==> src/sv/tsfp_pkg.sv <==
`timescale 1ns / 1ps
// ----------------------------------------------------------------------------
// tsfp_pkg
// shared types and constants of the time-sync frame parser
// ----------------------------------------------------------------------------
package tsfp_pkg;

    localparam int unsigned TSFP_QUEUE_DEPTH = 2;

    localparam int unsigned COUNT_W   = 4;
    localparam int unsigned FRAME_LEN = 9;
    localparam int unsigned COUNT_MAX = 10;
    localparam int unsigned STORE_LO  = 2;     // first stored byte index
    localparam int unsigned STORE_N   = 7;     // bytes 2 to 8 are kept

    localparam logic [7:0] HDR_SYNC = 8'hFF;
    localparam logic [7:0] HDR_ID   = 8'h01;

    localparam logic [11:0] YEAR_BASE  = 12'd2000;
    localparam logic [7:0]  YEAR_SPAN  = 8'd100;
    localparam logic [7:0]  MONTH_END  = 8'd13;
    localparam logic [7:0]  DAY_END    = 8'd32;
    localparam logic [7:0]  HOUR_END   = 8'd24;
    localparam logic [7:0]  MINUTE_END = 8'd60;

    // milliseconds / 1000 as (ms * 67109) >> 26, exact for every 16-bit ms
    localparam logic [16:0] MS_RECIP = 17'd67109;
    localparam int unsigned MS_SHIFT = 26;
    localparam logic [15:0] MS_LIMIT = 16'd60000;   // 60 s and above is out of range

    typedef enum logic [1:0] {
        ST_ACCEPTED   = 2'd0,
        ST_BAD_HEADER = 2'd1,
        ST_BAD_LENGTH = 2'd2,
        ST_BAD_FIELD  = 2'd3
    } status_t;

    typedef struct packed {
        logic       hdr_bad;
        logic       len_ok;
        logic [7:0] year_raw;
        logic [7:0] month_raw;
        logic [7:0] day_raw;
        logic [7:0] hour_raw;
        logic [7:0] minute_raw;
        logic [7:0] ms_hi;
        logic [7:0] ms_lo;
    } frame_rec_t;

endpackage

==> src/sv/time_sync_frame_parser_top.sv <==
`timescale 1ns / 1ps
// ----------------------------------------------------------------------------
// time_sync_frame_parser_top
// parses time-sync packets byte by byte and reports status and date/time
// ----------------------------------------------------------------------------
//  channel   handshake        payload
//  input     push / full      data_byte[7:0], last_byte
//  result    empty / pop      status[1:0], year[11:0], month[3:0], day[4:0],
//                             hour[4:0], minute[5:0], second[5:0]
//
//  one byte beat is taken every cycle while full is low; a result shows once
//  its record has passed intake to record queue and queue to result register
//  the record queue and the result register decouple the sides, so a held
//  pop stalls input only once the queue is full as well
//  asynchronous reset empties the queue and restarts the byte count
// ----------------------------------------------------------------------------
module time_sync_frame_parser_top
    import tsfp_pkg::*;
#(
    parameter int unsigned QUEUE_DEPTH = TSFP_QUEUE_DEPTH
)
(
    input  logic        clk,
    input  logic        rst_n,
    input  logic        push,
    output logic        full,
    input  logic [7:0]  data_byte,
    input  logic        last_byte,
    output logic        empty,
    input  logic        pop,
    output logic [1:0]  status,
    output logic [11:0] year,
    output logic [3:0]  month,
    output logic [4:0]  day,
    output logic [4:0]  hour,
    output logic [5:0]  minute,
    output logic [5:0]  second
);

    // record handoff between intake and decode
    logic       q_push;
    logic       q_full;
    logic       q_pop;
    logic       q_empty;
    frame_rec_t wr_rec;
    frame_rec_t rd_rec;

    // intake: counts beats, keeps bytes, builds a record on the last beat
    tsfp_front u_front (
        .clk       (clk),
        .rst_n     (rst_n),
        .push      (push),
        .full      (full),
        .data_byte (data_byte),
        .last_byte (last_byte),
        .q_push    (q_push),
        .q_rec     (wr_rec),
        .q_full    (q_full)
    );

    // short queue so intake keeps going while a result waits
    tsfp_queue #(
        .DEPTH (QUEUE_DEPTH)
    ) u_queue (
        .clk     (clk),
        .rst_n   (rst_n),
        .wr_en   (q_push),
        .wr_data (wr_rec),
        .q_full  (q_full),
        .rd_en   (q_pop),
        .rd_data (rd_rec),
        .q_empty (q_empty)
    );

    // decode: field checks, ms to seconds, status priority, result register
    tsfp_back u_back (
        .clk     (clk),
        .rst_n   (rst_n),
        .q_empty (q_empty),
        .q_rec   (rd_rec),
        .q_pop   (q_pop),
        .empty   (empty),
        .pop     (pop),
        .status  (status),
        .year    (year),
        .month   (month),
        .day     (day),
        .hour    (hour),
        .minute  (minute),
        .second  (second)
    );

endmodule

==> src/sv/tsfp_front.sv <==
`timescale 1ns / 1ps
// ----------------------------------------------------------------------------
// tsfp_front
// byte intake: counts beats, keeps payload bytes, judges the header
// ----------------------------------------------------------------------------
module tsfp_front
    import tsfp_pkg::*;
(
    input  logic       clk,
    input  logic       rst_n,
    input  logic       push,
    output logic       full,
    input  logic [7:0] data_byte,
    input  logic       last_byte,
    output logic       q_push,
    output frame_rec_t q_rec,
    input  logic       q_full
);

    logic [COUNT_W-1:0] count_reg;
    logic [COUNT_W-1:0] count_next;
    logic               hdr_bad_reg;
    logic               hdr_bad_next;
    logic [7:0]         frame_reg [STORE_N];
    logic [7:0]         cur [STORE_N];
    logic               accept;

    assign full   = q_full;
    assign accept = push && !q_full;
    assign q_push = accept && last_byte;

    always_comb
    begin
        hdr_bad_next = hdr_bad_reg;
        if (count_reg == COUNT_W'(0) && data_byte != HDR_SYNC)
        begin
            hdr_bad_next = 1'b1;
        end
        if (count_reg == COUNT_W'(1) && data_byte != HDR_ID)
        begin
            hdr_bad_next = 1'b1;
        end
        if (count_reg >= COUNT_W'(COUNT_MAX - 1))
        begin
            count_next = COUNT_W'(COUNT_MAX);
        end
        else
        begin
            count_next = count_reg + COUNT_W'(1);
        end
    end

    // current beat bypasses the store so the record sees the final byte
    always_comb
    begin
        for (int k = 0; k < STORE_N; k++)
        begin
            cur[k] = (count_reg == COUNT_W'(k + STORE_LO)) ? data_byte : frame_reg[k];
        end
    end

    always_comb
    begin
        q_rec.hdr_bad    = hdr_bad_next;
        q_rec.len_ok     = (count_next == COUNT_W'(FRAME_LEN));
        q_rec.ms_lo      = cur[0];
        q_rec.ms_hi      = cur[1];
        q_rec.minute_raw = cur[2];
        q_rec.hour_raw   = cur[3];
        q_rec.day_raw    = cur[4];
        q_rec.month_raw  = cur[5];
        q_rec.year_raw   = cur[6];
    end

    always_ff @(posedge clk or negedge rst_n)
    begin
        if (!rst_n)
        begin
            count_reg   <= '0;
            hdr_bad_reg <= 1'b0;
        end
        else if (accept)
        begin
            if (last_byte)
            begin
                count_reg   <= '0;
                hdr_bad_reg <= 1'b0;
            end
            else
            begin
                count_reg   <= count_next;
                hdr_bad_reg <= hdr_bad_next;
            end
        end
    end

    always_ff @(posedge clk)
    begin
        for (int k = 0; k < STORE_N; k++)
        begin
            if (accept && count_reg == COUNT_W'(k + STORE_LO))
            begin
                frame_reg[k] <= data_byte;
            end
        end
    end

endmodule

==> src/sv/tsfp_queue.sv <==
`timescale 1ns / 1ps
// ----------------------------------------------------------------------------
// tsfp_queue
// short record queue between intake and decode
// ----------------------------------------------------------------------------
module tsfp_queue
    import tsfp_pkg::*;
#(
    parameter int unsigned DEPTH = TSFP_QUEUE_DEPTH
)
(
    input  logic       clk,
    input  logic       rst_n,
    input  logic       wr_en,
    input  frame_rec_t wr_data,
    output logic       q_full,
    input  logic       rd_en,
    output frame_rec_t rd_data,
    output logic       q_empty
);

    localparam int unsigned PTR_W = (DEPTH > 1) ? $clog2(DEPTH) : 1;
    localparam int unsigned CNT_W = $clog2(DEPTH + 1);

    frame_rec_t         slot_reg [DEPTH];
    logic [PTR_W-1:0]   wr_ptr_reg;
    logic [PTR_W-1:0]   rd_ptr_reg;
    logic [CNT_W-1:0]   cnt_reg;
    logic [CNT_W-1:0]   cnt_next;
    logic               do_wr;
    logic               do_rd;

    assign q_full  = (cnt_reg == CNT_W'(DEPTH));
    assign q_empty = (cnt_reg == '0);
    assign do_wr   = wr_en && !q_full;
    assign do_rd   = rd_en && !q_empty;
    assign rd_data = slot_reg[rd_ptr_reg];

    always_comb
    begin
        cnt_next = cnt_reg;
        if (do_wr && !do_rd)
        begin
            cnt_next = cnt_reg + CNT_W'(1);
        end
        else if (do_rd && !do_wr)
        begin
            cnt_next = cnt_reg - CNT_W'(1);
        end
    end

    always_ff @(posedge clk or negedge rst_n)
    begin
        if (!rst_n)
        begin
            wr_ptr_reg <= '0;
            rd_ptr_reg <= '0;
            cnt_reg    <= '0;
        end
        else
        begin
            cnt_reg <= cnt_next;
            if (do_wr)
            begin
                wr_ptr_reg <= (wr_ptr_reg == PTR_W'(DEPTH - 1)) ? '0 : wr_ptr_reg + PTR_W'(1);
            end
            if (do_rd)
            begin
                rd_ptr_reg <= (rd_ptr_reg == PTR_W'(DEPTH - 1)) ? '0 : rd_ptr_reg + PTR_W'(1);
            end
        end
    end

    always_ff @(posedge clk)
    begin
        if (do_wr)
        begin
            slot_reg[wr_ptr_reg] <= wr_data;
        end
    end

endmodule

==> src/sv/tsfp_back.sv <==
`timescale 1ns / 1ps
// ----------------------------------------------------------------------------
// tsfp_back
// record decode: range checks, seconds, status, result register
// ----------------------------------------------------------------------------
module tsfp_back
    import tsfp_pkg::*;
(
    input  logic        clk,
    input  logic        rst_n,
    input  logic        q_empty,
    input  frame_rec_t  q_rec,
    output logic        q_pop,
    output logic        empty,
    input  logic        pop,
    output logic [1:0]  status,
    output logic [11:0] year,
    output logic [3:0]  month,
    output logic [4:0]  day,
    output logic [4:0]  hour,
    output logic [5:0]  minute,
    output logic [5:0]  second
);

    logic        valid_reg;
    status_t     status_reg;
    status_t     status_next;
    logic [11:0] year_reg;
    logic [3:0]  month_reg;
    logic [4:0]  day_reg;
    logic [4:0]  hour_reg;
    logic [5:0]  minute_reg;
    logic [5:0]  second_reg;
    logic [15:0] ms;
    logic [32:0] prod;
    logic [6:0]  sec_full;
    logic        field_bad;
    logic        ok;

    assign q_pop = !q_empty && (!valid_reg || pop);
    assign empty = !valid_reg;

    assign ms       = {q_rec.ms_hi, q_rec.ms_lo};
    assign prod     = 33'(ms) * 33'(MS_RECIP);
    assign sec_full = prod[32:MS_SHIFT];

    always_comb
    begin
        field_bad = (q_rec.year_raw >= YEAR_SPAN)
                 || (q_rec.month_raw == 8'd0) || (q_rec.month_raw >= MONTH_END)
                 || (q_rec.day_raw == 8'd0) || (q_rec.day_raw >= DAY_END)
                 || (q_rec.hour_raw >= HOUR_END)
                 || (q_rec.minute_raw >= MINUTE_END)
                 || (ms >= MS_LIMIT);
        if (q_rec.hdr_bad)
        begin
            status_next = ST_BAD_HEADER;
        end
        else if (!q_rec.len_ok)
        begin
            status_next = ST_BAD_LENGTH;
        end
        else if (field_bad)
        begin
            status_next = ST_BAD_FIELD;
        end
        else
        begin
            status_next = ST_ACCEPTED;
        end
        ok = (status_next == ST_ACCEPTED);
    end

    always_ff @(posedge clk or negedge rst_n)
    begin
        if (!rst_n)
        begin
            valid_reg <= 1'b0;
        end
        else if (q_pop)
        begin
            valid_reg <= 1'b1;
        end
        else if (pop)
        begin
            valid_reg <= 1'b0;
        end
    end

    always_ff @(posedge clk)
    begin
        if (q_pop)
        begin
            status_reg <= status_next;
            year_reg   <= ok ? YEAR_BASE + 12'(q_rec.year_raw) : '0;
            month_reg  <= ok ? q_rec.month_raw[3:0] : '0;
            day_reg    <= ok ? q_rec.day_raw[4:0] : '0;
            hour_reg   <= ok ? q_rec.hour_raw[4:0] : '0;
            minute_reg <= ok ? q_rec.minute_raw[5:0] : '0;
            second_reg <= ok ? sec_full[5:0] : '0;
        end
    end

    assign status = status_reg;
    assign year   = year_reg;
    assign month  = month_reg;
    assign day    = day_reg;
    assign hour   = hour_reg;
    assign minute = minute_reg;
    assign second = second_reg;

endmodule

==> config.mk <==
export PLATFORM = sky130hd
export DESIGN_NAME = time_sync_frame_parser_top
export DESIGN_NICKNAME = d
export VERILOG_FILES = /design/src/sv/tsfp_pkg.sv /design/src/sv/time_sync_frame_parser_top.sv /design/src/sv/tsfp_front.sv /design/src/sv/tsfp_queue.sv /design/src/sv/tsfp_back.sv
export SDC_FILE = /design/constraint.sdc
export NUM_CORES = 1
export LEC_CHECK = 0
export BUFFER_PORTS_ARGS = -buffer_cell sky130_fd_sc_hd__buf_2
export CAP_MARGIN = 30
export CELL_PAD_IN_SITES_DETAIL_PLACEMENT = 0
export CELL_PAD_IN_SITES_GLOBAL_PLACEMENT = 1
export CORE_ASPECT_RATIO = 1.1
export CORE_MARGIN = 5
export CORE_UTILIZATION = 52
export CTS_BUF_LIST = sky130_fd_sc_hd__clkbuf_8 sky130_fd_sc_hd__clkbuf_16
export DETAILED_ROUTE_END_ITERATION = 10
export HOLD_SLACK_MARGIN = 0.02
export PLACE_DENSITY = 0.86
export SKIP_CTS_REPAIR_TIMING = 1
export SLEW_MARGIN = 40
export SYNTH_ARGS = -nofsm -noshare
export SYNTH_HDL_FRONTEND = slang
export SYNTH_SLANG_ARGS = --single-unit
export TNS_END_PERCENT = 1
==> constraint.sdc <==
create_clock -name clk -period 7.14 [get_ports clk]
set_input_delay 0.714 -clock clk [delete_from_list [all_inputs] [get_ports clk]]
set_output_delay 0.714 -clock clk [all_outputs]
set_load 0.1 [all_outputs]
Yosys cells after proc, flatten, opt, wreduce, memory -nomap -nowiden
Memory sizes are Yosys's and may differ from the RTL's.
Index checks and enable logic that the tools add are counted.
{ "op_classes": {"add_sub_neg": 6, "mul": 1, "order_cmp": 7, "eq_ne": 12, "mux": 55, "reduce_logical": 42} }
{ "op_table": {"columns": ["op", "n"], "rows": [
  ["$mux W8", 13],
  ["$reduce_or A8 Y1", 6],
  ["$mul A16 B17 Y32 const B", 1],
  ["$mux W1", 29],
  ["$mux W3", 6],
  ["$eq A4 B3 Y1 const B", 4],
  ["$ge A16 B16 Y1 const B", 1],
  ["$ge A8 B6 Y1 const B", 2],
  ["$logic_and A1 B1 Y1", 16],
  ["$logic_not A8 Y1", 2],
  ["$add A11 B8 Y12 const A", 1],
  ["$mux W2", 5],
  ["$eq A4 B2 Y1 const B", 2],
  ["$eq A4 B4 Y1 const B", 2],
  ["$ge A8 B4 Y1 const B", 1],
  ["$ge A8 B5 Y1 const B", 1],
  ["$ge A8 B7 Y1 const B", 1],
  ["$logic_or A1 B1 Y1", 8],
  ["$mux W4", 2],
  ["$ne A8 B1 Y1 const B", 1],
  ["$ne A8 B8 Y1 const B", 1],
  ["$logic_not A1 Y1", 5],
  ["$add A4 B1 Y4 const B", 1],
  ["$eq A4 B1 Y1 const B", 1],
  ["other kinds (8)", 11]
]} }
{ "totals": {"ff_bits": 50, "mem_bits_rw": 172, "wordCells": 138, "memories": 2} }
{ "mem_list": {"columns": ["memory", "depth", "width", "read_ports", "rd_ports_with_merged_regs", "write_ports", "line_no", "text"], "rows": [
  ["u_queue.slot_reg", 2, 58, 1, 0, 1, "tsfp_queue.sv:25", "frame_rec_t slot_reg [DEPTH];"],
  ["u_front.frame_reg", 7, 8, 7, 0, 1, "tsfp_front.sv:24", "logic [7:0] frame_reg [STORE_N];"]
]} }

Logic depth before layout (Yosys ltp)
Gate-level depths: netlist of run 1.
{ "depth": {"depth_word": 13, "ltp_mapped": 25} }

Hierarchy
Synthesis of run 1 repeated with hierarchy kept, for this count alone.
{ "unflattened": {"cells_unflattened": 832, "hier_area_um2": 12441.9} }
{ "by_module_without_submodules": {"columns": ["module", "instances", "cells_per_inst", "area_each_um2"], "rows": [
  ["tsfp_back", 1, 457, 5019.8],
  ["tsfp_queue", 1, 200, 4428.0],
  ["tsfp_front", 1, 175, 2994.1]
]} }

Worst setup path before layout of run 1
Ideal clock, no wire load.
{ "synth_path": {"kind": "register -> register", "from": "register u_queue.rd_ptr_reg", "to": "register u_back.second_reg[5], in the netlist u_back.second[5] (data pin)", "setup_time_ps": 254, "t_arrival_ps": 6318, "t_required_ps": 6886, "setup_slack_ps": 568, "path_stages_with_launch": 26, "path_buffers": 4, "path_cell_list": "dfrtp_1 -> buf_4 -> buf_2 -> buf_1 -> buf_1 -> mux2i_1 -> inv_1 -> ha_1 -> xnor2_1 -> ha_1 -> a21o_1 -> fa_1 -> inv_1 -> fa_1 -> inv_1 -> fa_1 -> ha_1 -> ha_1 -> nand4_1 -> nor4_1 -> a211oi_1 -> a41o_1 -> o21ai_0 -> maj3_1 -> xnor2_1 -> nor2_1"} }
{ "synth_via": {"elab_chain_len": 13} }
{ "synth_rtl": {"columns": ["item", "line_no", "text"], "rows": [
  ["start, declared", "tsfp_queue.sv:27", "logic [PTR_W-1:0] rd_ptr_reg;"],
  ["start signal, assigned", "tsfp_queue.sv:69", "rd_ptr_reg <= (rd_ptr_reg == PTR_W'(DEPTH - 1)) ? '0 : rd_ptr_reg + PTR_W'(1);"],
  ["$mem_v2 Z2 W58 (*)", null, null],
  ["parallel branches: the longest is 12 deep, another holds $mul A16 B17 Y32", null, null],
  ["end signal, assigned", "tsfp_back.sv:100", "second_reg <= ok ? sec_full[5:0] : '0;"],
  ["end, declared", "tsfp_back.sv:33", "logic [5:0] second_reg;"]
]} }
Every way passes the cells marked *.
A chain may end at the register's enable or synchronous reset.

Worst setup path in the final report of run 1
Same ends and word-level chain as after synthesis.

==> results by group, run 1 <==
Drt
  – # DRC: 0
  – Vias post-DR: 6548
  – Drt wl/cell: 18.29 µm
  – Met3 WL: 1023 µm
  – Drt first pass iters: 4
  – Final ANT Viol Nets: 0
  – Post-Route WL: 21890 µm
  – DR top layer: met4
  – M1 WL: 10390 µm
  – Post-DR vias/cell: 5.470
  – Met2 wire len: 10220 µm
  – DR iter-0 viols: 415

Worst hold path
  – Worst Hold Class: in -> async

GRT
  – First-pass GRT wire length: 36160 µm
  – Initial antenna violation count: 0
  – Vias in the first global route: 6807
  – Overall Global Routing Usage: 17.14%
  – Largest net degree at the start of global routing: 59
  – Overflow after GRT: 0

Synth
  – Sequential-to-total area share from yosys stat: 55.30%
  – Mapped Cells: 823
  – Mapped Area: 0.01191 mm²
  – Synth Warn #: 0
  – Main synth FF type: edfxtp_1
  – Number of synthesized register bits: 221
  – Syn nets: 1017
  – Synthesized area per cell: 14.47 µm²
  – Post-synthesis cell type count: 53
  – Ys async rst share: 4.525%
  – EDFF count, synth: 211

Worst setup path
  – WP data required: 7.35 ns
  – Worst Setup End Kind: register
  – Slowest CP cell: dfrtp_2
  – R2R depth: 21
  – Critical path class: reg -> reg
  – Worst path bufs/invs: 3
  – Critical path's largest stage delay: 0.74 ns
  – Startpoint types: register
  – CP delay by family, top: adder cells
  – Critical-path cell list: mux2i_1 > inv_1 > ha_1 > xnor2_1 > ha_1 > a21o_1 > fa_1 > inv_1 > fa_1 > inv_1 > fa_1 > ha_1 > ha_1 > nand4_1 > nor4_1 > o211ai_1 > a41o_1 > o21ai_0 > maj3_1 > xnor2_1 > nor2_1
  – Critical Path AT: 6.55 ns
  – Critical Path Fanout Max: 23
  – CP dominant cell by count: ha_1
  – WP depth: 21

STA
  – Pins Over Slew Limit: 0
  – Min Tclk post-route: 6.340 ns
  – Worst slew pin tran: 0.8432 ns
  – Max Clock Skew: 0.01667 ns
  – Final Hold Violating Endpoints: 0
  – Achievable Freq: 0.1577 GHz
  – Slew Limit Headroom: 43.58%
  – RSZ-0062 raised after global routing: no
  – Setup total negative slack: 0 ns
  – Fin crit share: 88.80%
  – Final setup viols: 0

Final layout
  – Layout cells sized above 1: 19.06%
  – Number of flip-flops under the largest register name: 116
  – Commonest non-fill, non-tap cells in the layout: edfxtp_1, ha_1, inv_1
  – P&R area growth vs syn: 10.38%
  – Final Net Count: 1075
  – N_diodes: 0
  – Commonest non-fill, non-tap cell in the layout: edfxtp_1

Die
  – Core Area: 0.02271 mm²
  – Die height: 168.7 µm
  – DIE WIDTH: 154.3 µm
  – Starting Density: 52.43%
  – # IOs: 55
  – Core Rows: 58
  – Total Die Area: 0.02604 mm²

Placement
  – HPWL after DPL: 15520 µm
  – Gp weighted congestion: 0.8174
  – I/O Buffers: 54

Clock network
  – CTS tree: yes
  – Htree depth: 1
  – Clock Tree Buf Depth: 3
  – Worst-path clk slew: 0.07 ns
  – Clock Latency Late Sink: 0.50 ns
  – Root buffer cell: clkbuf_16
  – Clock buffer count from CTS: 22
  – # clock sinks: 221

Outcome
  – Status: complete, no violations

Run
  – Max-cap violations: 0
final timing paths:
path,startpoint,end,slack [ns]
worst max register to register,u_queue.rd_ptr_reg$_DFFE_PN0P_,u_back.second[5]$_SDFFCE_PP0P_,0.80
min in group clk,last_byte,u_front.count_reg[1]$_DFFE_PN0P_,0.47
worst min-delay path,rst_n,u_queue.wr_ptr_reg$_DFFE_PN0P_,0.07
max in group asynchronous,rst_n,u_queue.rd_ptr_reg$_DFFE_PN0P_,6.85
worst min register to register,u_back.valid_reg$_DFFE_PN0P_,u_back.valid_reg$_DFFE_PN0P_,0.51
worst max-delay path,u_queue.rd_ptr_reg$_DFFE_PN0P_,u_back.second[5]$_SDFFCE_PP0P_,0.80
layout make-up:
| class | instances | area [µm²] |
|---|---|---|
| fill | 1737 | 9568 |
| sequential | 221 | 6588 |
| multi-input combinational | 492 | 4886 |
| clock buffer | 23 | 575.6 |
| tap | 300 | 375.4 |
| inverter | 86 | 322.8 |
| timing repair buffer | 58 | 300.3 |
| clock inverter | 17 | 98.84 |
routing by layer:
metal	vias to the layer above	track usage, %
li1	3125	-
met1	3264	25.88
met2	133	27.26
met3	26	2.352
met4	0	2.727
met5	-	0
cell usage after synthesis (all sizes together), types with 2 or more instances:
| cell type | number | area share, % |
|---|---|---|
| edfxtp | 211 | 53 |
| ha | 143 | 15 |
| inv | 86 | 2.7 |
| mux2 | 63 | 6.0 |
| nor2 | 54 | 2.1 |
| fa | 38 | 6.4 |
| mux2i | 36 | 3.0 |
| nand2 | 24 | 0.76 |
| a21oi | 18 | 0.76 |
| buf | 13 | 0.74 |
| nor4 | 12 | 0.63 |
| o21ai | 12 | 0.50 |
| clkbuf | 11 | 0.35 |
| dfrtp | 10 | 2.1 |
| nand4 | 9 | 0.47 |
| xnor2 | 9 | 0.66 |
| and2 | 7 | 0.37 |
| a211oi | 6 | 0.38 |
| nand2b | 6 | 0.32 |
| o31ai | 5 | 0.32 |
| nand3 | 4 | 0.17 |
| nor3 | 4 | 0.17 |
| o211ai | 4 | 0.25 |
| a41oi | 3 | 0.22 |
| and3 | 3 | 0.16 |
| nor2b | 3 | 0.16 |
| nor4b | 3 | 0.22 |
| xor2 | 3 | 0.22 |
| a2111oi | 2 | 0.20 |
| a21o | 2 | 0.13 |
| nand3b | 2 | 0.13 |
| nor3b | 2 | 0.13 |
| or3 | 2 | 0.15 |
metrics by stage:
| stage | std cells | setup slack (ns) | instance area, µm² | hold WS (ns) | utilization, % |
|---|---|---|---|---|---|
| 2_1_floorplan | 823 | 0.5677 | 11910 | 0.4184 | - |
| 3_3_place_gp | 1157 | 1.015 | 12470 | 0.5020 | 54.89 |
| 3_5_place_dp | 1157 | 0.7678 | 12470 | 0.4988 | 54.90 |
| 4_1_cts | 1197 | 0.7526 | 13140 | 0.05623 | 57.87 |
| 5_1_grt | 1197 | 0.4061 | 13150 | 0.06606 | 57.88 |
| 6_report | 1197 | 0.7998 | 13150 | 0.06554 | 57.88 |
cells by family after synthesis:
group                      share of synthesized area [%]
AOI/OAI and AO/OA                                  3.351
xor gates and xnor gates                          0.8825
adders and majority gates                          21.49
buffers and inverters                              3.792
DFF                                                55.30
muxes                                              8.982
and+or+nand+nor                                    6.198
Power of run 1 is left out: the tool's default activity adds up to more than one toggle a clock period on the data nets, which glitch-free logic cannot reach.
==> run 2, diff against run 1 <==
Settings changed: PLACE_DENSITY 0.86 to 0.84.
==> results by group, run 2 (synthesized netlist as in run 1, its figures left out) <==
Die
  – DIE WIDTH: 154.3 µm (unchanged)
  – # IOs: 55 (unchanged)
  – Starting Density: 52.43% (unchanged)
  – Total Die Area: 0.02604 mm² (unchanged)
  – Die height: 168.7 µm (unchanged)
  – Core Rows: 58 (unchanged)
  – Core Area: 0.02271 mm² (unchanged)

Drt
  – Final ANT Viol Nets: 0 (unchanged)
  – Drt wl/cell: 17.91 µm (-2.1%)
  – Vias post-DR: 6559 (+0.17%)
  – Drt first pass iters: 5 (+1)
  – DR iter-0 viols: 368 (-11%)
  – Post-DR vias/cell: 5.452 (-0.33%)
  – # DRC: 0 (unchanged)
  – Post-Route WL: 21540 µm (-1.6%)

GRT
  – Overall Global Routing Usage: 16.75% (-0.38 points)
  – Vias in the first global route: 6754 (-0.78%)
  – Initial antenna violation count: 0 (unchanged)
  – Largest net degree at the start of global routing: 59 (unchanged)
  – First-pass GRT wire length: 35020 µm (-3.2%)
  – Overflow after GRT: 0 (unchanged)

Worst setup path
  – Critical path's largest stage delay: 0.71 ns (-0.03 ns)
  – Worst R2R End: u_back.second[5]$_SDFFCE_PP0P_
  – Critical Path Fanout Max: 24 (+4.3%)
  – Critical path class: reg -> reg
  – CP delay by family, top: adder cells
  – Worst Setup End Kind: register
  – WP data required: 7.39 ns (+0.04 ns)
  – Critical Path AT: 6.49 ns (-0.06 ns)
  – R2R depth: 22 (+4.8%)
  – CP dominant cell by count: inv_1
  – Startpoint types: register
  – Worst path bufs/invs: 6 (+3)
  – Critical-path cell list: buf_4 > mux2i_1 > inv_1 > ha_1 > ha_1 > fa_1 > inv_1 > fa_1 > inv_1 > ha_1 > inv_1 > fa_1 > inv_1 > ha_1 > nand4_1 > nor4_1 > a211oi_1 > a41o_1 > o21ai_0 > maj3_1 > xnor2_1 > nor2_1
  – Worst r2r src: u_queue.rd_ptr_reg$_DFFE_PN0P_
  – Worst setup path start: u_queue.rd_ptr_reg$_DFFE_PN0P_
  – Flop2flop setup slack: 0.90 ns (+0.10 ns)
  – Slowest CP cell: dfrtp_2

Final layout
  – P&R area growth vs syn: 11.76%
  – Layout cells sized above 1: 19.82% (+0.76 points)
  – Commonest non-fill, non-tap cells in the layout: edfxtp_1, ha_1, inv_1
  – Design area: 0.01331 mm² (+1.2%)
  – Number of flip-flops under the largest register name: 116 (unchanged)
  – Layout Cells excl Fill: 1203 (+0.50%)
  – N_diodes: 0 (unchanged)
  – Commonest non-fill, non-tap cell in the layout: edfxtp_1
  – Final Net Count: 1079 (+0.37%)

Placement
  – Cells after DPL: 1159 (+0.17%)
  – HPWL after DPL: 15310 µm (-1.4%)
  – I/O Buffers: 54 (unchanged)
  – Gp weighted congestion: 0.8522 (+4.3%)
  – Placed cell area: 0.01248 mm² (+0.12%)

STA
  – Worst slew pin tran: 0.8111 ns (-0.03206 ns)
  – Setup total negative slack: 0 ns (unchanged)
  – Achievable Freq: 0.1603 GHz (+1.6%)
  – Max Clock Skew: 0.01091 ns (-0.005756 ns)
  – Pins Over Slew Limit: 0 (unchanged)
  – Final Hold Violating Endpoints: 0 (unchanged)
  – Slew Limit Headroom: 45.93% (+2.3 points)
  – Fin crit share: 87.39% (-1.4 points)
  – Final setup viols: 0 (unchanged)
  – Min Tclk post-route: 6.240 ns (-0.1003 ns)
  – RSZ-0062 raised after global routing: no

Run
  – Max-cap violations: 0 (unchanged)

Clock network
  – Root buffer cell: clkbuf_16
  – Clock Tree Buf Depth: 3 (unchanged)
  – Clock Latency Late Sink: 0.50 ns (about the same)
  – Worst-path clk slew: 0.06 ns (about the same)
  – CTS tree: yes
  – Htree depth: 1 (unchanged)
  – Clock buffer count from CTS: 24 (+9.1%)
  – # clock sinks: 221 (unchanged)

Worst hold path
  – Worst Hold Class: in -> async

Outcome
  – Status: complete, no violations
[run 2: cell types whose count changed in the layout (fill, tap and decap cells not counted)]
cell	change
inv_6	+1
clkinv_4	+1
buf_4	+2
clkinv_1	+4
inv_1	-5
or2_4	-1
clkinvlp_4	+2
or2_2	+1
nor2_1	-1
clkinv_2	-4
nor2_2	+1
bufinv_16	+3
clkbuf_16	+2
[run 2: metrics by stage]
step | setup slack [ns] | utilization [%] | hold WS (ns)
final | 0.9001 | 58.60 | 0.06606
after global routing | 0.4441 | 58.60 | 0.07760
after floorplan | 0.5677 | - | 0.4184
after global placement | 1.001 | 54.95 | 0.4982
after detailed placement | 0.8719 | 54.96 | 0.4966
after CTS | 0.8715 | 58.59 | 0.06753
[run 2: layout make-up]
| type | instances | area (µm²) |
|---|---|---|
| clock buffers | 25 | 625.6 |
| inverters | 86 | 322.8 |
| clock inverters | 19 | 197.7 |
| fillers | 1784 | 9404 |
| multi-input cells | 492 | 4886 |
| flip-flops and latches | 221 | 6588 |
| repair buffers | 60 | 315.3 |
| well taps | 300 | 375.4 |
[run 2: worst max-delay path by stage]
stage | end | cells after the start
CTS | u_back.second[5]$_SDFFCE_PP0P_ | 22
floorplan | u_back.second[5]$_SDFFCE_PP0P_ | 25
detailed placement | u_back.second[5]$_SDFFCE_PP0P_ | 22
global placement | u_back.second[5]$_SDFFCE_PP0P_ | 20
finish | u_back.second[5]$_SDFFCE_PP0P_ | 22
global route | u_back.second[5]$_SDFFCE_PP0P_ | 22
[run 2: worst reg2reg max path, delay by kind of cell (launching register included)]
| family | cells | cell delay (ns) |
|---|---|---|
| compound gates | 3 | 0.75 |
| xor+xnor | 1 | 0.11 |
| fa+ha+maj | 8 | 2.76 |
| buf+inv | 6 | 0.82 |
| flops | 1 | 0.71 |
| mux | 1 | 0.29 |
| simple gates | 3 | 0.54 |
[run 2: routing by layer]
layer | GRT usage (%) | wire length [µm]
met1 | 24.22 | 10010
met2 | 26.46 | 9882
met3 | 2.787 | 1068
met4 | 4.762 | 578
met5 | 0 | 0
Power of run 2 is left out for the same reason.
